**src/rtl/cpr_pkg.sv**
```systemverilog
// Shared types, constants and the CRC-16 byte update for the packet receiver.
// No dependencies; every rtl file imports this package.
`timescale 1ns / 1ps
`default_nettype none

package cpr_pkg;

  // receive buffer size in bytes, marker through CRC
  localparam int BUFFER_BYTES = 512;
  localparam int CNT_W        = $clog2(BUFFER_BYTES + 1);
  localparam int HDR_BYTES    = 4;

  localparam logic [15:0] CRC_INIT = 16'hFFFF;
  localparam logic [15:0] CRC_POLY = 16'h1021;

  localparam int IN_TDATA_W  = 40;
  localparam int OUT_TDATA_W = 112;
  localparam int CFG_IDX_W   = 2;
  localparam int CFG_DATA_W  = 16;

  // config register indexes
  localparam logic [CFG_IDX_W-1:0] REG_SOF_BYTE    = 2'd0;
  localparam logic [CFG_IDX_W-1:0] REG_MAX_PAYLOAD = 2'd1;
  localparam logic [CFG_IDX_W-1:0] REG_TIMEOUT_MS  = 2'd2;

  localparam logic [7:0]  RST_SOF_BYTE    = 8'd170;
  localparam logic [8:0]  RST_MAX_PAYLOAD = 9'd256;
  localparam logic [15:0] RST_TIMEOUT_MS  = 16'd1000;

  // header byte positions
  localparam logic [1:0] POS_CMD    = 2'd1;
  localparam logic [1:0] POS_LEN_LO = 2'd2;
  localparam logic [1:0] POS_LEN_HI = 2'd3;

  typedef enum logic [2:0] {
    ST_OK  = 3'd0,
    ST_CRC = 3'd1,
    ST_LEN = 3'd2,
    ST_OVF = 3'd3,
    ST_TMO = 3'd4
  } status_t;

  typedef struct packed {
    logic        func;
    logic [7:0]  rx_byte;
    logic [31:0] now_ms;
  } in_item_t;

  typedef struct packed {
    logic        kind;
    logic [7:0]  payload_byte;
    logic [8:0]  payload_index;
    logic [7:0]  command;
    logic [15:0] frame_len;
    status_t     status;
    logic [31:0] good_count;
    logic [31:0] error_count;
  } out_item_t;

  typedef struct packed {
    logic [7:0]  sof_byte;
    logic [8:0]  max_payload;
    logic [15:0] timeout_ms;
  } cfg_t;

  // CRC-16/CCITT-FALSE, one byte, MSB first
  function automatic logic [15:0] crc16_byte(input logic [15:0] crc, input logic [7:0] b);
    logic [15:0] x;
    x = crc ^ {b, 8'h00};
    for (int k = 0; k < 8; k++) begin
      x = x[15] ? ({x[14:0], 1'b0} ^ CRC_POLY) : {x[14:0], 1'b0};
    end
    return x;
  endfunction

endpackage

`default_nettype wire

```
**src/rtl/crc_checked_packet_receiver_core.sv**
```systemverilog
// Packet receiver with on-the-fly CRC-16/CCITT-FALSE check.
// Slave stream in_*: in_tuser is func (0 byte, 1 timeout tick), in_tdata carries
//   rx_byte and now_ms. Master stream out_*: out_tuser is kind (0 payload byte,
//   1 verdict), out_tdata carries the byte, index, command, length, status and
//   both frame counters. Frames: marker, command, length LE, payload, CRC LE.
// cfg_we/cfg_index/cfg_wdata write sof_byte, max_payload and timeout_ms;
//   write only while no request is in flight.
// Path: an accepted request sits in the input register, goes through the
//   frame engine and, once the output register can take it, is loaded there;
//   the result is offered to the master stream from the output register.
// Throughput: one request per cycle while the output side does not stall;
//   the byte-wide CRC update and frame decision are combinational between the two registers.
// Requests that produce no result still pass through the engine.
// Stall: while out_tready is low and a result is held, the engine waits and
//   in_tready drops once the input register is full; nothing is lost.
// Reset (rst_n low, synchronous): both stages empty, no frame open, counters
//   zero, CRC 0xFFFF, registers to marker 0xAA, max payload 256, timeout 1000.
`timescale 1ns / 1ps
`default_nettype none

module crc_checked_packet_receiver_core
  import cpr_pkg::*;
(
  input  wire logic                   clk,
  input  wire logic                   rst_n,
  input  wire logic                   in_tvalid,
  output logic                        in_tready,
  input  wire logic [IN_TDATA_W-1:0]  in_tdata,   // rx_byte[7:0], now_ms[39:8]
  input  wire logic                   in_tuser,   // func
  output logic                        out_tvalid,
  input  wire logic                   out_tready,
  // payload_byte[7:0], payload_index[16:8], command[24:17], frame_len[40:25],
  // status[43:41], good_count[75:44], error_count[107:76], zeros[111:108]
  output logic [OUT_TDATA_W-1:0]      out_tdata,
  output logic                        out_tuser,  // kind
  input  wire logic                   cfg_we,
  input  wire logic [CFG_IDX_W-1:0]   cfg_index,
  input  wire logic [CFG_DATA_W-1:0]  cfg_wdata
);

  cfg_t      cfg_r, cfg_nxt;
  logic      s1_valid;
  in_item_t  s1_item;
  logic      can_take;
  logic      fire;
  logic      emit;
  out_item_t result;

  always_comb begin
    cfg_nxt = cfg_r;
    if (cfg_we) begin
      case (cfg_index)
        REG_SOF_BYTE:    cfg_nxt.sof_byte    = cfg_wdata[7:0];
        REG_MAX_PAYLOAD: cfg_nxt.max_payload = cfg_wdata[8:0];
        REG_TIMEOUT_MS:  cfg_nxt.timeout_ms  = cfg_wdata;
        default:         ;
      endcase
    end
  end

  always_ff @(posedge clk) begin
    if (!rst_n) begin
      cfg_r.sof_byte    <= RST_SOF_BYTE;
      cfg_r.max_payload <= RST_MAX_PAYLOAD;
      cfg_r.timeout_ms  <= RST_TIMEOUT_MS;
    end else begin
      cfg_r <= cfg_nxt;
    end
  end

  assign fire = s1_valid && can_take;

  cpr_in_stage u_in_stage (
    .clk        (clk),
    .rst_n      (rst_n),
    .in_tvalid  (in_tvalid),
    .in_tready  (in_tready),
    .in_tdata   (in_tdata),
    .in_tuser   (in_tuser),
    .take       (fire),
    .item_valid (s1_valid),
    .item       (s1_item)
  );

  cpr_frame_eng u_frame_eng (
    .clk    (clk),
    .rst_n  (rst_n),
    .fire   (fire),
    .item   (s1_item),
    .cfg    (cfg_r),
    .emit   (emit),
    .result (result)
  );

  cpr_out_stage u_out_stage (
    .clk        (clk),
    .rst_n      (rst_n),
    .load       (fire && emit),
    .item       (result),
    .can_take   (can_take),
    .out_tvalid (out_tvalid),
    .out_tready (out_tready),
    .out_tdata  (out_tdata),
    .out_tuser  (out_tuser)
  );

`ifndef SYNTH
  // engine must never overwrite a result that is still stalled
  a_no_overwrite: assert property (@(posedge clk) disable iff (!rst_n)
    !(fire && emit && out_tvalid && !out_tready))
    else $error("result register overwritten while stalled");

  // payload results always carry ok status
  a_payload_status: assert property (@(posedge clk) disable iff (!rst_n)
    (out_tvalid && !out_tuser) |-> (out_tdata[43:41] == ST_OK))
    else $error("payload result with non-ok status");

  // a verdict status is one of the defined codes
  a_verdict_code: assert property (@(posedge clk) disable iff (!rst_n)
    (out_tvalid && out_tuser) |-> (out_tdata[43:41] <= ST_TMO))
    else $error("verdict with undefined status");

  // a held request stays put while the engine waits
  a_s1_hold: assert property (@(posedge clk) disable iff (!rst_n)
    (s1_valid && !can_take) |=> (s1_valid && $stable(s1_item)))
    else $error("input register changed while engine stalled");
`endif

endmodule

`default_nettype wire

```
**src/rtl/cpr_in_stage.sv**
```systemverilog
// Input register of the packet receiver: unpacks and holds one request.
// Depends on cpr_pkg.
`timescale 1ns / 1ps
`default_nettype none

module cpr_in_stage
  import cpr_pkg::*;
(
  input  wire logic                  clk,
  input  wire logic                  rst_n,
  input  wire logic                  in_tvalid,
  output logic                       in_tready,
  input  wire logic [IN_TDATA_W-1:0] in_tdata,  // rx_byte, now_ms
  input  wire logic                  in_tuser,  // func
  input  wire logic                  take,
  output logic                       item_valid,
  output in_item_t                   item
);

  logic     valid_r, valid_nxt;
  in_item_t item_r;

  // slot frees up in the same cycle the engine consumes it
  assign in_tready = !valid_r || take;

  always_comb begin
    valid_nxt = valid_r;
    if (take) valid_nxt = 1'b0;
    if (in_tvalid && in_tready) valid_nxt = 1'b1;
  end

  always_ff @(posedge clk) begin
    if (!rst_n) begin
      valid_r <= 1'b0;
    end else begin
      valid_r <= valid_nxt;
    end
  end

  always_ff @(posedge clk) begin
    if (in_tvalid && in_tready) begin
      item_r.func    <= in_tuser;
      item_r.rx_byte <= in_tdata[7:0];
      item_r.now_ms  <= in_tdata[39:8];
    end
  end

  assign item_valid = valid_r;
  assign item       = item_r;

endmodule

`default_nettype wire

```
**src/rtl/cpr_frame_eng.sv**
```systemverilog
// Frame engine: header decode, running CRC, payload forwarding, verdicts
// and the good/error counters. Depends on cpr_pkg.
`timescale 1ns / 1ps
`default_nettype none

module cpr_frame_eng
  import cpr_pkg::*;
(
  input  wire logic     clk,
  input  wire logic     rst_n,
  input  wire logic     fire,
  input  wire in_item_t item,
  input  wire cfg_t     cfg,
  output logic          emit,
  output out_item_t     result
);

  logic             in_frame_r, in_frame_nxt;
  logic [CNT_W-1:0] cnt_r, cnt_nxt;
  logic [7:0]       cmd_r, cmd_nxt;
  logic [15:0]      len_r, len_nxt;
  logic [15:0]      crc_r, crc_nxt;
  logic [7:0]       crc_lo_r, crc_lo_nxt;
  logic [31:0]      start_r, start_nxt;
  logic [31:0]      good_r, good_nxt;
  logic [31:0]      bad_r, bad_nxt;

  logic             opening;
  logic             timed_out;
  logic [31:0]      age;
  logic [CNT_W-1:0] cnt_eff;
  logic [7:0]       cmd_eff;
  logic [15:0]      len_eff;
  logic [15:0]      crc_eff;
  logic [7:0]       crc_lo_eff;
  logic [CNT_W-1:0] pay_pos;
  logic [15:0]      pos_ext;
  logic [15:0]      crc_step;
  logic             close;
  status_t          status;
  logic             kind;
  logic [7:0]       pbyte;
  logic [8:0]       pidx;

  assign age       = item.now_ms - start_r;
  assign timed_out = in_frame_r && (age > {16'd0, cfg.timeout_ms});
  assign opening   = !in_frame_r && (item.rx_byte == cfg.sof_byte);

  // a marker outside a frame starts from cleared frame state
  assign cnt_eff    = opening ? '0 : cnt_r;
  assign cmd_eff    = opening ? 8'd0 : cmd_r;
  assign len_eff    = opening ? 16'd0 : len_r;
  assign crc_eff    = opening ? CRC_INIT : crc_r;
  assign crc_lo_eff = opening ? 8'd0 : crc_lo_r;

  assign pay_pos  = cnt_eff - CNT_W'(HDR_BYTES);
  assign pos_ext  = {{(16 - CNT_W){1'b0}}, pay_pos};
  assign crc_step = crc16_byte(crc_eff, item.rx_byte);

  always_comb begin
    in_frame_nxt = in_frame_r;
    cnt_nxt      = cnt_r;
    cmd_nxt      = cmd_r;
    len_nxt      = len_r;
    crc_nxt      = crc_r;
    crc_lo_nxt   = crc_lo_r;
    start_nxt    = start_r;
    good_nxt     = good_r;
    bad_nxt      = bad_r;
    close        = 1'b0;
    emit         = 1'b0;
    kind         = 1'b0;
    pbyte        = 8'd0;
    pidx         = 9'd0;
    status       = ST_OK;

    if (item.func) begin
      if (timed_out) begin
        close  = 1'b1;
        status = ST_TMO;
      end
    end else if (in_frame_r || opening) begin
      in_frame_nxt = 1'b1;
      cnt_nxt      = cnt_eff;
      cmd_nxt      = cmd_eff;
      len_nxt      = len_eff;
      crc_nxt      = crc_eff;
      crc_lo_nxt   = crc_lo_eff;
      start_nxt    = opening ? item.now_ms : start_r;
      if (cnt_eff >= CNT_W'(BUFFER_BYTES)) begin
        // byte is dropped, frame closes
        close  = 1'b1;
        status = ST_OVF;
      end else begin
        cnt_nxt = cnt_eff + 1'b1;
        if (cnt_eff < CNT_W'(HDR_BYTES)) begin
          case (cnt_eff[1:0])
            POS_CMD:    cmd_nxt = item.rx_byte;
            POS_LEN_LO: len_nxt = {len_eff[15:8], item.rx_byte};
            POS_LEN_HI: len_nxt = {item.rx_byte, len_eff[7:0]};
            default:    ;
          endcase
          crc_nxt = crc_step;
        end else if (pos_ext < len_eff) begin
          crc_nxt = crc_step;
          emit    = 1'b1;
          pbyte   = item.rx_byte;
          pidx    = pos_ext[8:0];
        end else if (pos_ext == len_eff) begin
          crc_lo_nxt = item.rx_byte;
        end else if (len_eff > {7'd0, cfg.max_payload}) begin
          close  = 1'b1;
          status = ST_LEN;
        end else if (crc_eff == {item.rx_byte, crc_lo_eff}) begin
          close  = 1'b1;
          status = ST_OK;
        end else begin
          close  = 1'b1;
          status = ST_CRC;
        end
      end
    end

    if (close) begin
      in_frame_nxt = 1'b0;
      cnt_nxt      = '0;
      emit         = 1'b1;
      kind         = 1'b1;
      if (status == ST_OK) good_nxt = good_r + 32'd1;
      else                 bad_nxt  = bad_r + 32'd1;
    end
  end

  always_comb begin
    result.kind          = kind;
    result.payload_byte  = pbyte;
    result.payload_index = pidx;
    result.command       = cmd_nxt;
    result.frame_len     = len_nxt;
    result.status        = status;
    result.good_count    = good_nxt;
    result.error_count   = bad_nxt;
  end

  always_ff @(posedge clk) begin
    if (!rst_n) begin
      in_frame_r <= 1'b0;
      cnt_r      <= '0;
      cmd_r      <= 8'd0;
      len_r      <= 16'd0;
      crc_r      <= CRC_INIT;
      crc_lo_r   <= 8'd0;
      start_r    <= 32'd0;
      good_r     <= 32'd0;
      bad_r      <= 32'd0;
    end else if (fire) begin
      in_frame_r <= in_frame_nxt;
      cnt_r      <= cnt_nxt;
      cmd_r      <= cmd_nxt;
      len_r      <= len_nxt;
      crc_r      <= crc_nxt;
      crc_lo_r   <= crc_lo_nxt;
      start_r    <= start_nxt;
      good_r     <= good_nxt;
      bad_r      <= bad_nxt;
    end
  end

endmodule

`default_nettype wire

```
**src/rtl/cpr_out_stage.sv**
```systemverilog
// Output register of the packet receiver: holds one result and packs it
// onto the master-side stream. Depends on cpr_pkg.
`timescale 1ns / 1ps
`default_nettype none

module cpr_out_stage
  import cpr_pkg::*;
(
  input  wire logic                   clk,
  input  wire logic                   rst_n,
  input  wire logic                   load,
  input  wire out_item_t              item,
  output logic                        can_take,
  output logic                        out_tvalid,
  input  wire logic                   out_tready,
  // payload_byte, payload_index, command, frame_len, status,
  // good_count, error_count, zero pad
  output logic [OUT_TDATA_W-1:0]      out_tdata,
  output logic                        out_tuser  // kind
);

  logic      valid_r, valid_nxt;
  out_item_t item_r;

  assign can_take = !valid_r || out_tready;

  always_comb begin
    valid_nxt = valid_r;
    if (out_tready) valid_nxt = 1'b0;
    if (load)       valid_nxt = 1'b1;
  end

  always_ff @(posedge clk) begin
    if (!rst_n) begin
      valid_r <= 1'b0;
    end else begin
      valid_r <= valid_nxt;
    end
  end

  always_ff @(posedge clk) begin
    if (load) item_r <= item;
  end

  assign out_tvalid = valid_r;
  assign out_tuser  = item_r.kind;
  assign out_tdata  = {4'd0, item_r.error_count, item_r.good_count, item_r.status,
                       item_r.frame_len, item_r.command, item_r.payload_index,
                       item_r.payload_byte};

endmodule

`default_nettype wire

```
**config.mk**
```make
export PLATFORM = sky130hd
export DESIGN_NAME = crc_checked_packet_receiver_core
export DESIGN_NICKNAME = d
export VERILOG_FILES = /design/src/rtl/cpr_pkg.sv /design/src/rtl/crc_checked_packet_receiver_core.sv /design/src/rtl/cpr_in_stage.sv /design/src/rtl/cpr_frame_eng.sv /design/src/rtl/cpr_out_stage.sv
export SDC_FILE = /design/constraint.sdc
export NUM_CORES = 1
export LEC_CHECK = 0
export BUFFER_PORTS_ARGS = -buffer_cell sky130_fd_sc_hd__buf_2
export CAP_MARGIN = 10
export CORE_MARGIN = 5
export CORE_UTILIZATION = 45
export CTS_BUF_LIST = sky130_fd_sc_hd__clkbuf_2 sky130_fd_sc_hd__clkbuf_4 sky130_fd_sc_hd__clkbuf_8
export DETAILED_ROUTE_END_ITERATION = 16
export GPL_TIMING_DRIVEN = 0
export PLACE_DENSITY = 0.66
export SKIP_CTS_REPAIR_TIMING = 1
export SYNTH_ARGS = -nofsm -noshare
export SYNTH_HDL_FRONTEND = slang
export SYNTH_SLANG_ARGS = --single-unit
```
**constraint.sdc**
```tcl
create_clock -name clk -period 10 [get_ports clk]
set_input_delay 1.5 -clock clk [delete_from_list [all_inputs] [get_ports clk]]
set_output_delay 1.5 -clock clk [all_outputs]
set_load 0.02 [all_outputs]
```
==> tab_implementation.tex <==
\begin{tabular}{lr}
\hline
Metric & Value \\
\hline
\multicolumn{2}{l}{\textbf{Outcome}} \\
\quad Status & finished, final reports clean \\
\multicolumn{2}{l}{\textbf{Die}} \\
\quad Die ar. & 43470 sq um \\
\quad Core outline area & 38830 sq um \\
\quad Die boundary height & 208.5 um \\
\quad Number of standard-cell rows in the floorplan & 72 \\
\quad Die width & 208.5 um \\
\quad Starting density of the core & 45.67\% \\
\quad Boundary Pins & 179 \\
\multicolumn{2}{l}{\textbf{Logic synthesis}} \\
\quad Top post-synthesis cells by count & 248 x nand2\_1, 190 x dfxtp\_1, 159 x nor2\_1 \\
\quad Total of flip-flops plus latches after synthesis & 340 \\
\quad Number of enable-type register cells in the synthesized netlist & 150 \\
\quad Most used flip-flop cell after synthesis & dfxtp\_1 \\
\quad Sequential share of the synthesized area & 46.85\% \\
\quad Ys async rst share & 0\% \\
\quad Dominant cells by area after synthesis & edfxtp\_1 25\%, dfxtp\_1 21\%, nand2\_1 5.2\% \\
\quad Synth cell types & 83 \\
\quad Average instance area after synthesis & 9.235 sq um \\
\quad Post-synthesis instance area & 17730 sq um \\
\quad Area share of the largest cell type after synthesis & 25.40\% \\
\quad Yosys warning total & 0 \\
\quad Most repeated cell in the gate-level netlist after synthesis & nand2\_1 \\
\quad Biggest area consumer among synthesized cells & edfxtp\_1 \\
\quad Number of instances in the synthesized netlist & 1920 \\
\multicolumn{2}{l}{\textbf{Worst setup path}} \\
\quad WP buf/inv & 9 \\
\quad CP Data Required Time & 10.39 ns \\
\quad Most common cell type on the critical path & clkbuf\_1 \\
\quad Register-to-register setup slack & 2.24 ns \\
\quad Highest cell delay on the worst timing path & 0.73 ns \\
\quad Worst setup path category & register to register \\
\quad R2R Path Start & u\_in\_stage.item[33]\$\_DFFE\_PP\_ \\
\quad Crit path DAT & 8.15 ns \\
\quad Crit Reg-Reg Endpoint & u\_out\_stage.out\_tdata[85]\$\_DFFE\_PP\_ \\
\quad Gate family responsible for the most delay along the worst path & buffers and inverters \\
\quad Sort of element at the start of the critical path & register \\
\quad Crit. End Element & register \\
\quad Slowest cell on the critical path & nor4\_1 \\
\quad Number of cells on the worst reg-to-reg path & 27 \\
\quad Total number of cells along the worst setup path & 27 \\
\quad Critical Path Start & u\_in\_stage.item[33]\$\_DFFE\_PP\_ \\
\quad Worst Setup EP & u\_out\_stage.out\_tdata[85]\$\_DFFE\_PP\_ \\
\quad Max Fanout on Critical Path & 10 \\
\multicolumn{2}{l}{\textbf{CTS}} \\
\quad Later-pin clock latency in the skew report & 0.66 ns \\
\quad Number of sinks on the clock net & 340 \\
\quad Bufs on Longest Clock Path & 3 \\
\quad Clock tree from TritonCTS & yes \\
\quad Cts bufs inserted & 57 \\
\quad Number of H-tree levels & 2 \\
\quad Post-CTS clock slew at the launch and capture registers of the worst setup and hold paths & 0.06 ns \\
\quad Clock root buffer & clkbuf\_8 \\
\multicolumn{2}{l}{\textbf{Final layout}} \\
\quad FF/Latch Area & 8308 sq um \\
\quad Area Overhead vs Synth & 16.06\% \\
\quad Multi-input logic area & 8608 sq um \\
\quad Number of diodes added for antenna fixing & 0 \\
\quad Nets@finish & 2299 \\
\quad Design area & 20580 sq um \\
\quad Count of fill cells added during filler insertion & 3674 \\
\quad Layout cells sized above 1 & 15.03\% \\
\multicolumn{2}{l}{\textbf{Pwr}} \\
\quad Leakage & 8.181 nW \\
\quad Power density cells & 144.3 nW/um\^{}2 \\
\quad Sequential group share of total power & 49.4\% \\
\quad Clock share of power & 44.0\% \\
\quad Comb power frac & 6.6\% \\
\quad P\_sw & 0.0007046 W \\
\quad Power Internal & 0.002264 W \\
\quad Net switching fraction of the power & 23.73\% \\
\quad Maximum ir drop on the vdd rail & 0.00009290 V \\
\multicolumn{2}{l}{\textbf{Global route}} \\
\quad First-pass GRT wire length & 76450 um \\
\quad Aggregate global routing overflow & 0 \\
\quad Number of global-route vias before repair & 14570 \\
\quad Largest net degree at the start of global routing & 38 \\
\quad Overall fraction of global-route tracks in use & 21.27\% \\
\quad Number of antenna violations at the first check in global routing & 0 \\
\multicolumn{2}{l}{\textbf{Timing}} \\
\quad Final setup violation count & 0 \\
\quad Ratio of final minimum period to clock period & 77.61\% \\
\quad Pins Over Slew Limit & 0 \\
\quad Peak Freq & 0.1288 GHz \\
\quad Final total negative setup slack & 0 ns \\
\quad Hold violation count in the final report & 0 \\
\quad Unrepaired setup endpoints after global routing & no \\
\quad Worst hold slack across all endpoints & 0.4529 ns \\
\quad Slew at the pin closest to its max-slew limit & 1.041 ns \\
\quad Relative slew slack & 30.04\% \\
\quad Skew final & 0.03347 ns \\
\quad Clock period minus final worst setup slack & 7.761 ns \\
\multicolumn{2}{l}{\textbf{Detailed routing}} \\
\quad Post-DR wirelength/cell & 17.39 um \\
\quad Wirelength, routed & 47430 um \\
\quad Overall via count from detail\_route & 15000 \\
\quad DRC violations left & 0 \\
\quad Via density & 5.500 \\
\quad First-pass detailed-route iteration total & 6 \\
\quad Drt first-iter violations & 1066 \\
\quad Routed Antenna Nets & 0 \\
\multicolumn{2}{l}{\textbf{Min path}} \\
\quad Hold Crit Class & register to register \\
\multicolumn{2}{l}{\textbf{Placement}} \\
\quad PortBufs & 174 \\
\quad Post-DP Area & 19360 sq um \\
\quad HPWL reported at the end of detailed placement & 35630 um \\
\quad Routability congestion estimate & 0.9344 \\
\multicolumn{2}{l}{\textbf{Flow run}} \\
\quad MaxCap Viol Count & 0 \\
\hline
\end{tabular}
cell families (layout without fill, tap and decap cells):
logic type                 after synthesis  after routing  synth area share (%)
adders and majority gates               75             75                 5.334
DFF                                    340            340                 46.85
buffers and inverters                  210            496                 4.714
AOI/OAI and AO/OA                      427            427                 15.83
xor gates and xnor gates               150            150                 7.409
and+or+nand+nor                        692            692                 18.42
other                                    1              4               0.02115
muxes                                   25             25                 1.425
final cells by class:
type,count,area share (%)
clock buffers,82,4.937
multi-input cells,1373,41.83
inverters,90,1.642
clock inverters,26,0.9971
flip-flops and latches,340,40.37
well taps,518,3.149
repair buffers,178,4.657
plain buffers,120,2.420
worst min path at each step:
| stage | cells past startpoint | end | startpoint | slack (ns) |
|---|---|---|---|---|
| 3_5_place_dp | 2 | u_frame_eng.start_r[8]$_SDFFE_PN0P_ | u_frame_eng.start_r[8]$_SDFFE_PN0P_ | 0.45 |
| 5_1_grt | 2 | u_frame_eng.start_r[8]$_SDFFE_PN0P_ | u_frame_eng.start_r[8]$_SDFFE_PN0P_ | 0.46 |
| 2_1_floorplan | 2 | cfg_r[10]$_SDFFE_PN0P_ | cfg_r[10]$_SDFFE_PN0P_ | 0.44 |
| 4_1_cts | 2 | u_frame_eng.start_r[8]$_SDFFE_PN0P_ | u_frame_eng.start_r[8]$_SDFFE_PN0P_ | 0.46 |
| 6_report | 2 | u_frame_eng.start_r[16]$_SDFFE_PN0P_ | u_frame_eng.start_r[16]$_SDFFE_PN0P_ | 0.45 |
| 3_3_place_gp | 2 | u_frame_eng.start_r[16]$_SDFFE_PN0P_ | u_frame_eng.start_r[16]$_SDFFE_PN0P_ | 0.44 |
worst min-delay path: stages (launching register included):
cell and delay, ns:
dfxtp_1 0.31, nand2_1 0.05, a21oi_1 0.05
power by group through the flow:
stage                     sequential (W)  combinational [W]  clock [W]
after floorplan                  0.00149           0.000132          0
final                            0.00147           0.000196    0.00131
after CTS                        0.00147           0.000195    0.00134
after global routing             0.00147           0.000218    0.00140
after global placement           0.00150           0.000189          0
after detailed placement         0.00150           0.000194          0
layout by cell type, fill, tap and decap left out, types with 29 or more instances in the layout:
master    Yosys  routed
dfxtp_1     190     190
o21ai_0      69      69
and3_1       33      33
or3_1        30      30
ha_1         74      74
nand2_1     248     248
buf_2        20     194
clkbuf_1     90      90
nor2_1      159     158
clkbuf_8      0      64
edfxtp_1    150     150
nand4_1      29      29
nor3_1       32      32
inv_1        89      89
nand3_1      58      58
a21oi_1     140     140
xnor2_1      80      80
xor2_1       70      70
a22oi_1      30      30
sequential cells by signal, summed over array words and instances, names as in the netlist:
name and count:
cfg_r 33, u_frame_eng.bad_r 32, u_frame_eng.cmd_r 8, u_frame_eng.cnt_r 10, u_frame_eng.crc_lo_r 8, u_frame_eng.crc_r 16
u_frame_eng.good_r 32, u_frame_eng.in_frame_r 1, u_frame_eng.len_r 16, u_frame_eng.start_r 32, u_in_stage.item 41, u_in_stage.item_valid 1
u_out_stage.out_tdata 108, u_out_stage.out_tuser 1, u_out_stage.out_tvalid 1
stage by stage:
stage | setup slack [ns] | util [%] | power (W) | instances
after floorplan | 0.2935 | - | 0.001626 | 1923
after global placement | -3.152 | 49.61 | 0.001686 | 2615
after global routing | 1.651 | 53.00 | 0.003091 | 2727
final | 2.239 | 53.00 | 0.002969 | 2727
after detailed placement | 2.508 | 49.86 | 0.001691 | 2619
after CTS | 2.456 | 53.00 | 0.003004 | 2727
routing by layer:
layer / routed length [um] / part of all wire (%) / global-route usage [%]
met3: 3263 / 6.9 / 3.585
met2: 22050 / 46 / 34.97
met4: 1376 / 2.9 / 7.135
met1: 20740 / 44 / 28.66
met5: 0 / 0 / 0
Note: power is estimated with default switching activity, not from simulation.
